File: config.mk
export PLATFORM = sky130hd
export DESIGN_NAME = rgb_to_xterm256_quantizer
export DESIGN_NICKNAME = d
export VERILOG_FILES = /design/src/rtl/rxq_pkg.sv /design/src/rtl/rxq_cube.sv /design/src/rtl/rxq_luma.sv /design/src/rtl/rgb_to_xterm256_quantizer.sv
export SDC_FILE = /design/constraint.sdc
export NUM_CORES = 2
export LEC_CHECK = 0
export BUFFER_PORTS_ARGS = -buffer_cell sky130_fd_sc_hd__clkbuf_2
export CAP_MARGIN = 20
export CELL_PAD_IN_SITES_DETAIL_PLACEMENT = 1
export CELL_PAD_IN_SITES_GLOBAL_PLACEMENT = 1
export CORE_MARGIN = 2
export CORE_UTILIZATION = 35
export DETAILED_ROUTE_END_ITERATION = 10
export GPL_ROUTABILITY_DRIVEN = 1
export GPL_TIMING_DRIVEN = 1
export PLACE_DENSITY_LB_ADDON = 0.05
export SLEW_MARGIN = 15
export SYNTH_ARGS = -nofsm -noshare
export SYNTH_HDL_FRONTEND = slang
export SYNTH_HIERARCHICAL = 1
export SYNTH_SLANG_ARGS = --single-unit
File: constraint.sdc
create_clock -name clk -period 9.8 [get_ports clk]
set_input_delay 0.49 -clock clk [delete_from_list [all_inputs] [get_ports clk]]
set_output_delay 0.49 -clock clk [all_outputs]
set_load 0.01 [all_outputs]
File: src/rtl/rxq_pkg.sv
// Shared types, constants and helper functions for the xterm-256 quantiser.
// No dependencies; imported by every module under rtl/.
`default_nettype none

package rxq_pkg;

  // Per-stage advance enables of the pipeline, stage 1 nearest the input
  typedef struct packed {
    logic s1;
    logic s2;
    logic s3;
    logic s4;
    logic s5;
  } rxq_adv_t;

  typedef logic [7:0]  chan_t;
  typedef logic [2:0]  step_t;
  typedef logic [4:0]  gray_k_t;
  typedef logic [17:0] dist_t;

  // Cube step thresholds; from 115 up the step is (c-35)/40 held to 5
  localparam int CUBE_T1    = 48;
  localparam int CUBE_T2    = 115;
  localparam int CUBE_OFS   = 35;
  localparam int CUBE_PITCH = 40;
  localparam int CUBE_T3    = CUBE_OFS + 3 * CUBE_PITCH;
  localparam int CUBE_T4    = CUBE_OFS + 4 * CUBE_PITCH;
  localparam int CUBE_T5    = CUBE_OFS + 5 * CUBE_PITCH;
  localparam int CUBE_BASE  = 55;
  localparam int CUBE_FIRST = 16;

  // Luminance weights and the reciprocal of the /1000
  localparam int LUMA_WR    = 299;
  localparam int LUMA_WG    = 587;
  localparam int LUMA_WB    = 114;
  localparam int LUMA_DIV   = 1000;
  localparam int LUMA_SHIFT = 28;
  localparam int LUMA_RECIP = ((1 << LUMA_SHIFT) + LUMA_DIV - 1) / LUMA_DIV;

  localparam int GRAY_OFS   = 3;
  localparam int GRAY_MAX   = 23;
  localparam int GRAY_BASE  = 8;
  localparam int GRAY_FIRST = 232;
  // x/10 == (x*205)>>11 for any 8-bit x
  localparam int DIV10_MUL  = 205;
  localparam int DIV10_SH   = 11;

  function automatic step_t cube_step(input chan_t c);
    step_t s;
    if (c < chan_t'(CUBE_T1))      s = 3'd0;
    else if (c < chan_t'(CUBE_T2)) s = 3'd1;
    else if (c < chan_t'(CUBE_T3)) s = 3'd2;
    else if (c < chan_t'(CUBE_T4)) s = 3'd3;
    else if (c < chan_t'(CUBE_T5)) s = 3'd4;
    else                           s = 3'd5;
    return s;
  endfunction

  function automatic chan_t cube_level(input step_t s);
    chan_t l;
    if (s == 3'd0) l = 8'd0;
    else           l = chan_t'(CUBE_BASE + CUBE_PITCH * int'(s));
    return l;
  endfunction

  function automatic chan_t abs_diff(input chan_t a, input chan_t b);
    chan_t d;
    if (a > b) d = a - b;
    else       d = b - a;
    return d;
  endfunction

  function automatic dist_t sq_sum3(input chan_t d0, input chan_t d1, input chan_t d2);
    logic [15:0] q0, q1, q2;
    q0 = d0 * d0;
    q1 = d1 * d1;
    q2 = d2 * d2;
    return dist_t'(q0) + dist_t'(q1) + dist_t'(q2);
  endfunction

  function automatic chan_t cube_entry(input step_t rs, input step_t gs, input step_t bs);
    return chan_t'(CUBE_FIRST + 36 * int'(rs) + 6 * int'(gs) + int'(bs));
  endfunction

  // Gray ramp entry from an 8-bit luminance, held to 0..23
  function automatic gray_k_t gray_step(input chan_t lum);
    chan_t       x;
    logic [15:0] p;
    gray_k_t     k;
    if (lum < chan_t'(GRAY_OFS)) x = 8'd0;
    else                         x = lum - chan_t'(GRAY_OFS);
    p = x * 8'(DIV10_MUL);
    k = p[DIV10_SH +: 5];
    if (k > gray_k_t'(GRAY_MAX)) k = gray_k_t'(GRAY_MAX);
    return k;
  endfunction

  function automatic chan_t ramp_level(input gray_k_t k);
    return chan_t'(GRAY_BASE + 10 * int'(k));
  endfunction

endpackage

`default_nettype wire

File: src/rtl/rxq_cube.sv
// Colour-cube candidate: per-channel step, palette index and squared distance.
// Two register stages; depends on rxq_pkg.
`default_nettype none

module rxq_cube (
  input  wire logic              clk,
  input  wire rxq_pkg::rxq_adv_t adv,
  input  wire rxq_pkg::chan_t    red,
  input  wire rxq_pkg::chan_t    green,
  input  wire rxq_pkg::chan_t    blue,
  output rxq_pkg::chan_t         cube_idx,
  output rxq_pkg::dist_t         cube_dist
);
  import rxq_pkg::*;

  step_t rs_next, gs_next, bs_next;
  step_t rs, gs, bs;
  chan_t dr, dg, db;

  always_comb begin
    rs_next = cube_step(red);
    gs_next = cube_step(green);
    bs_next = cube_step(blue);
  end

  always_ff @(posedge clk) begin
    if (adv.s1) begin
      rs <= rs_next;
      gs <= gs_next;
      bs <= bs_next;
      dr <= abs_diff(red, cube_level(rs_next));
      dg <= abs_diff(green, cube_level(gs_next));
      db <= abs_diff(blue, cube_level(bs_next));
    end
  end

  always_ff @(posedge clk) begin
    if (adv.s2) begin
      cube_idx  <= cube_entry(rs, gs, bs);
      cube_dist <= sq_sum3(dr, dg, db);
    end
  end

endmodule

`default_nettype wire

File: src/rtl/rxq_luma.sv
// Gray-ramp candidate: weighted luminance, reciprocal divide, ramp step and distance.
// Four register stages, distance left combinational after the last; depends on rxq_pkg.
`default_nettype none

module rxq_luma (
  input  wire logic              clk,
  input  wire rxq_pkg::rxq_adv_t adv,
  input  wire rxq_pkg::chan_t    red,
  input  wire rxq_pkg::chan_t    green,
  input  wire rxq_pkg::chan_t    blue,
  output rxq_pkg::gray_k_t       gray_k,
  output rxq_pkg::dist_t         gray_dist
);
  import rxq_pkg::*;

  localparam int RecipW = $clog2(LUMA_RECIP + 1);
  localparam int SumW   = 18;

  logic [16:0]          pr;
  logic [17:0]          pg;
  logic [14:0]          pb;
  chan_t                r1, g1, b1, r2, g2, b2, r3, g3, b3;
  logic [SumW-1:0]      wsum;
  logic [SumW+RecipW-1:0] prod;
  chan_t                lum;
  chan_t                dr, dg, db;
  gray_k_t              k_next;

  always_ff @(posedge clk) begin
    if (adv.s1) begin
      pr <= 17'(red * 9'(LUMA_WR));
      pg <= 18'(green * 10'(LUMA_WG));
      pb <= 15'(blue * 7'(LUMA_WB));
      r1 <= red;
      g1 <= green;
      b1 <= blue;
    end
  end

  always_ff @(posedge clk) begin
    if (adv.s2) begin
      wsum <= SumW'(pr) + SumW'(pg) + SumW'(pb);
      r2   <= r1;
      g2   <= g1;
      b2   <= b1;
    end
  end

  // divide by 1000 through the rounded-up reciprocal, exact below 2^18
  assign prod = wsum * RecipW'(LUMA_RECIP);

  always_ff @(posedge clk) begin
    if (adv.s3) begin
      lum <= prod[LUMA_SHIFT +: 8];
      r3  <= r2;
      g3  <= g2;
      b3  <= b2;
    end
  end

  assign k_next = gray_step(lum);

  always_ff @(posedge clk) begin
    if (adv.s4) begin
      gray_k <= k_next;
      dr     <= abs_diff(r3, ramp_level(k_next));
      dg     <= abs_diff(g3, ramp_level(k_next));
      db     <= abs_diff(b3, ramp_level(k_next));
    end
  end

  assign gray_dist = sq_sum3(dr, dg, db);

endmodule

`default_nettype wire

File: src/rtl/rgb_to_xterm256_quantizer.sv
// RGB pixel to xterm-256 palette index, five-stage pipeline.
// A request moves through stages 1 to 5; index_valid is the stage 5 valid bit.
// Throughput: one request per cycle unless stalled; the 18x19 luminance reciprocal
// multiply and the three-square distance sums each sit in a stage of their own.
// Reset clears the stage valid bits only; a stalled output backs up stage by stage.
// Depends on rxq_pkg, rxq_cube and rxq_luma.
`default_nettype none

module rgb_to_xterm256_quantizer (
  input  wire logic           clk,
  input  wire logic           rst,
  input  wire logic           pixel_valid,
  output logic                pixel_ready,
  input  wire rxq_pkg::chan_t red,
  input  wire rxq_pkg::chan_t green,
  input  wire rxq_pkg::chan_t blue,
  output logic                index_valid,
  input  wire logic           index_ready,
  output rxq_pkg::chan_t      palette_index
);
  import rxq_pkg::*;

  rxq_adv_t adv;
  logic     v1, v2, v3, v4, v5;
  chan_t    cube_idx, idx3, idx4;
  dist_t    cube_dist, dist3, dist4;
  gray_k_t  gray_k;
  dist_t    gray_dist;
  chan_t    palette_index_next;

  // a stage moves on when it is empty or its successor moves on
  always_comb begin
    adv.s5 = !v5 || index_ready;
    adv.s4 = !v4 || adv.s5;
    adv.s3 = !v3 || adv.s4;
    adv.s2 = !v2 || adv.s3;
    adv.s1 = !v1 || adv.s2;
  end

  assign pixel_ready = adv.s1;
  assign index_valid = v5;

  always_ff @(posedge clk) begin
    if (rst) begin
      v1 <= 1'b0;
      v2 <= 1'b0;
      v3 <= 1'b0;
      v4 <= 1'b0;
      v5 <= 1'b0;
    end else begin
      if (adv.s1) v1 <= pixel_valid;
      if (adv.s2) v2 <= v1;
      if (adv.s3) v3 <= v2;
      if (adv.s4) v4 <= v3;
      if (adv.s5) v5 <= v4;
    end
  end

  rxq_cube u_cube (
    .clk       (clk),
    .adv       (adv),
    .red       (red),
    .green     (green),
    .blue      (blue),
    .cube_idx  (cube_idx),
    .cube_dist (cube_dist)
  );

  rxq_luma u_luma (
    .clk       (clk),
    .adv       (adv),
    .red       (red),
    .green     (green),
    .blue      (blue),
    .gray_k    (gray_k),
    .gray_dist (gray_dist)
  );

  // hold the cube candidate level with the gray one
  always_ff @(posedge clk) begin
    if (adv.s3) begin
      idx3  <= cube_idx;
      dist3 <= cube_dist;
    end
    if (adv.s4) begin
      idx4  <= idx3;
      dist4 <= dist3;
    end
  end

  // gray only when strictly nearer; ties keep the cube entry
  always_comb begin
    if (gray_dist < dist4) palette_index_next = chan_t'(GRAY_FIRST + int'(gray_k));
    else                   palette_index_next = idx4;
  end

  always_ff @(posedge clk) begin
    if (adv.s5) palette_index <= palette_index_next;
  end

endmodule

`default_nettype wire
* After elaboration in Yosys (flattened, before gate mapping) *
Cells that the tools add are included.
W data, S select, Z words.

storage, ports and cells
  word-level logic and storage cells = 147
  input bits = 28
  register bits after elaboration = 300
  output and inout bits = 10

operators by class
  multipliers = 17
  multiplexer cells = 30
  add/sub/neg operators = 27
  order comparisons = 24
  reduce and logical (&&, ||, !) cells = 13

operators by type and width
  kind                      count
  $mux W8                   14
  $mul A8 B8 Y16            6
  $sub A8 B8 Y8             12
  $lt A8 B8 Y1 const B      9
  $gt A8 B8 Y1              6
  $add A18 B16 Y18          2
  $mux W3                   12
  $add A16 B16 Y17          2
  $mul A18 B17 Y34 const B  1
  $add A7 B8 Y8 const A     3
  $lt A8 B6 Y1 const B      3
  $lt A8 B7 Y1 const B      3
  $add A17 B18 Y18          1
  $add A18 B15 Y18          1
  $lt A18 B18 Y1            1
  $mul A8 B10 Y18 const B   1
  $mul A8 B9 Y17 const B    1
  $mul A8 B8 Y16 const B    1
  $mul A3 B3 Y5 const A     3
  $mul A8 B6 Y14 const B    1
  $logic_not A3 Y1          3
  $add A5 B8 Y8 const A     1
  $add A6 B8 Y8 const A     1
  $add A8 B4 Y8             1
  other kinds (12)          22

* Logic depth before layout (Yosys ltp) *
  depth in word-level cells = 12
  depth in mapped cells = 39

* By module *
The synthesis kept the hierarchy.

modules (own cells, without submodules)
  module                     cells an instance  seq. area each (um^2)  times used  area each (um^2)
  rxq_luma                   1935               5134.9                 1           21448.1
  rxq_cube                   1044               1771.7                 1           10223.6
  rgb_to_xterm256_quantizer  153                1901.8                 1           2524.9

* Worst setup path after synthesis *
No wires, ideal clock.

  path kind = register -> register
  start point = reg u_luma.lum[0]
  end point = reg u_luma.dr[7], data pin
  cell stages (with the launch flop) = 39
  slack = 1.232 ns
  required time = 9.626 ns
  buffers on the path = 1
  arrival = 8.394 ns
  period minus slack after synthesis = 8.568 ns
  path through = edfxtp_1 > ha_1 > nor3_1 > nand2_1 > mux2i_1 > inv_1 > ha_1 > inv_1 > fa_1 > inv_1 > fa_1 > inv_1 > fa_1 > inv_1 > ha_1 > a2111oi_0 > o21ai_0 > o2111ai_2 > [... 3 more ...] > a21bo_1 > ha_1 > ha_1 > inv_1 > fa_1 > or2_2 > a21oi_1 > a211oi_1 > a21oi_1 > xor2_1 > ha_1 > nand4_1 > a21oi_1 > o32ai_4 > buf_6 > mux2i_1 > mux2_1 > a311oi_1

between the ends
  cells in the longest elaborated chain, start to end = 9
  elaborated cells on any way between the ends = 12
  classes of those cells = 4 x add/sub; 2 x mul; 3 x order compare; 3 x mux

RTL lines
  element                                        RTL line                      RTL
  from (decl)                                    rxq_luma.sv:25                chan_t lum;
  from (signal assigned)                         rxq_luma.sv:54                lum <= prod[LUMA_SHIFT +: 8];
  $sub A8 B2 Y8 or $lt A8 B2 Y1 (tied branches)  rxq_pkg.sv:91, rxq_pkg.sv:90
  $mux W8 *                                      rxq_pkg.sv:90                 if (lum < chan_t'(GRAY_OFS)) x = 8'd0;
  $mul A8 B8 Y16 *                               rxq_pkg.sv:92                 p = x * 8'(DIV10_MUL);
  $gt A5 B5 Y1                                   rxq_pkg.sv:94                 if (k > gray_k_t'(GRAY_MAX)) k = gray_k_t'(GRAY_MAX);
  $mux W5 *                                      rxq_pkg.sv:94
  via u_luma.k_next[0]                           rxq_luma.sv:27                gray_k_t k_next;
  $mul A3 B5 Y7 *                                rxq_pkg.sv:99                 return chan_t'(GRAY_BASE + 10 * int'(k));
  $add A5 B8 Y8 *                                rxq_pkg.sv:99
  $sub A8 B8 Y8 (tied with other cells)          rxq_pkg.sv:69                 else d = b - a;
  $mux W8 *                                      rxq_pkg.sv:68                 if (a > b) d = a - b;
  to (signal assigned)                           rxq_luma.sv:66                dr <= abs_diff(r3, ramp_level(k_next));
  to (decl)                                      rxq_luma.sv:26                chan_t dr, dg, db;

The timed path passes the listed nets; every way through them passes the cells marked *.
A chain may end at the register's enable or synchronous reset.

* Final worst setup path *
  start point = reg u_luma.lum[2]
  end point = reg u_luma.db[7], data pin

between the ends
  cells in the longest elaborated chain, start to end = 9
  elaborated cells on any way between the ends = 12
  classes of those cells = 4 x add/sub; 2 x mul; 3 x order compare; 3 x mux

RTL lines
  element                                        RTL line                      RTL
  $sub A8 B2 Y8 or $lt A8 B2 Y1 (tied branches)  rxq_pkg.sv:91, rxq_pkg.sv:90
  $mux W8 *                                      rxq_pkg.sv:90
  $mul A8 B8 Y16 *                               rxq_pkg.sv:92
  $gt A5 B5 Y1                                   rxq_pkg.sv:94
  $mux W5 *                                      rxq_pkg.sv:94
  via u_luma.k_next[1]                           rxq_luma.sv:27
  $mul A3 B5 Y7 *                                rxq_pkg.sv:99
  $add A5 B8 Y8 *                                rxq_pkg.sv:99
  $sub A8 B8 Y8 (tied with other cells)          rxq_pkg.sv:69
  $mux W8 *                                      rxq_pkg.sv:68
  to (signal assigned)                           rxq_luma.sv:68                db <= abs_diff(b3, ramp_level(k_next));
  to (decl)                                      rxq_luma.sv:26

Marked as above.

==> out/qor.yml <==
floorplanning:
  rows: 114
  ios: 38
  die_x_um: 317
  die_area_um2: 100000
  initial_utilization_pct: 35.4
  core-area_um2: 96700
  die_y_um: 317
timing:
  finalCritPeriodShare_pct: 94.8
  tightest_slew_ps: 918
  hold_viol_final: 0
  setup_viol: 0
  fin_skew_ps: 19.6
  period_needed_ps: 9290
  drv_slew: 0
  fmax_mhz: 108
  rsz0062_at_grt: "no"
  fin_setup_tns_ps: 0
  maxSlewHeadroom_pct: 38.0
cells_and_area:
  fin_nets: 4213
  final_cell_mix: "inv_1, ha_1, fa_1, edfxtp_1"
  fillers: 10600
  syn2layout_area_growth_pct: 9.18
  final_common_cell: "inv_1"
  drive_above_1_share_pct: 5.19
clocking:
  clock-sinks: 295
  clk_path_buf_depth: 3
  clk_pin_slew_worst_paths_ps: 60
  insertion_delay_ps: 570
  cts_hold_buffers: 0
  cts_root_buffer: "clkbuf_16"
  htree_levels: 2
  cts_tree: "yes"
  numCtsBuffers: 39
synthesis:
  postSynth.asyncResetShare_pct: 0
  netlist_instances: 3132
  synth_top_family_by_area: "adder cells"
  synth-edff-count: 290
  ys.flop_type: "edfxtp_1"
  synth_mux_area_share_pct: 1.39
  syn-num-nets: 4159
  synth_seq_cells: 295
  synthSimpleGateAreaFrac_pct: 8.07
  yosysWarnings: 6
  synth-xor-area-share_pct: 3.35
  ys_types: 84
  ys_seq_area_share_pct: 25.8
  synthAdderAreaFrac_pct: 45.1
  synth_area_um2: 34200
  synth-compound-area-share_pct: 8.16
  syn_area_per_cell_um2: 10.9
worst_hold_path:
  min_path_type: "in -> reg"
critical_path:
  rrSetupSlack_ps: 510
  slowest_stage: "fa_1"
  cp_max_fo: 8
  crit_type: "reg -> reg"
  crit_required_ps: 10100
  slowest_delay_ps: 500
  arrival_ps: 9590
  cpMostUsedCell: "inv_1"
  cp-start-kind: "flip-flop"
  worst_setup_path_end_kind: "flip-flop"
drt:
  vias: 21600
  final_antenna_net_count: 0
  vias_per_cell: 4.80
  drt-initial-drc-count: 669
  finalWirelength_mm: 80.3
  wl_per_cell_um: 17.9
  drc_errors: 0
  firstDrtPassIters: 5
place:
  place.gp.congestion: 0.854
  io_buffers: 37
  dp_hpwl_mm: 68.6
global_routing:
  grt_usage_pct: 16.8
  grt_max_degree: 60
  grt_pass1_wl_mm: 133
  top_usage_layer: "met2"
  use_met2_pct: 29.0
  antenna_found_initial: 2
  grt_pass1_vias: 24400
  grtUsageMet3_pct: 1.63
  grt_overflow: 0
  met1_usage_pct: 22.9
job:
  maxCapViolations: 0
run_status:
  status: "complete, no violations"
[cells by family (layout without fill, tap and decap cells)]
| kind of cell | count (synthesis) | in the layout |
|---|---|---|
| adder cells (fa/ha/maj) | 1000 | 1000 |
| buffers and inverters | 732 | 816 |
| AND/OR/NAND/NOR | 526 | 526 |
| AO/OA/AOI/OAI | 403 | 403 |
| flip-flops | 295 | 295 |
| XOR/XNOR | 130 | 130 |
| multiplexers | 46 | 46 |
| other | 0 | 1 |
[cell type report]
class	count	area [um^2]	area share (%)
Sequential cell	295	8810	23.6
Multi-Input combinational cell	2105	22600	60.7
Clock buffer	44	1010	2.72
Timing Repair Buffer	49	279	0.747
Clock inverter	27	374	1.00
Antenna cell	1	2.50	0.00670
Inverter	696	2610	7.00
Tap cell	1276	1600	4.28
[worst max-delay path, delay by kind of cell (launching register included)]
family | cells | cell delay, ps
AOI/OAI and AO/OA | 14 | 2910
xor gates and xnor gates | 2 | 400
adders and majority gates | 9 | 3240
buffers and inverters | 5 | 280
DFF | 1 | 460
muxes | 1 | 420
and+or+nand+nor | 6 | 1320
[sequential cells by signal, indices dropped and copies added, names as in the netlist, 11 cells and up]
name / count
dist4: 18
u_luma/wsum: 18
u_cube/cube_dist: 18
u_luma/pg: 18
u_luma/pr: 17
u_luma/pb: 11
dist3: 18
[worst paths after layout]
| check | startpoint | endpoint | cells past startpoint |
|---|---|---|---|
| worst max-delay path | u_luma/lum[2] | u_luma/db[7] | 37 |
| worst min register to register | u_luma/r1[4] | u_luma/r2[4] | 0 |
| worst max register to register | u_luma/lum[2] | u_luma/db[7] | 37 |
| worst min-delay path | pixel_valid | v1 | 3 |
[through the flow]
step | instances | util, % | worst slack (ps) | hold slack (ps) | instance area, um^2
detailed placement | 4418 | 37.1 | 92.9 | 406 | 35900
floorplan | 3132 | - | 1230 | 400 | 34200
global placement | 4418 | 37.1 | 281 | 401 | 35900
global route | 4493 | 38.6 | 24.1 | 151 | 37300
finish | 4493 | 38.6 | 509 | 152 | 37300
CTS | 4489 | 38.5 | 39.4 | 114 | 37300
[synth_stat cells (all sizes together), types with 30 or more instances]
library cell / count / area, um^2
inv: 696 / 2610
xor2: 45 / 394
xnor2: 85 / 752
nand3: 32 / 160
ha: 610 / 7630
mux2i: 33 / 330
fa: 389 / 7790
nand2: 123 / 464
and2: 120 / 751
a21oi: 122 / 633
edfxtp: 290 / 8710
o21ai: 59 / 307
nor2b: 34 / 213
a21o: 73 / 548
nor3: 30 / 150
nor2: 82 / 308
[timing repair]
item	4_1_cts	5_1_grt
endpoints found under the hold margin	0	0
resized for setup	0	10
endpoints found under the setup margin	0	18
buffers inserted	0	3
[routing by layer]
| layer | vias up | wire (um) |
|---|---|---|
| li1 | 10500 | - |
| met1 | 10800 | 38700 |
| met2 | 139 | 38600 |
| met3 | 78 | 1530 |
| met4 | 0 | 1520 |
| met5 | - | 0 |
Power is not shown: default switching activity piles up to over one toggle a cycle in this logic, so the estimate is an artifact.
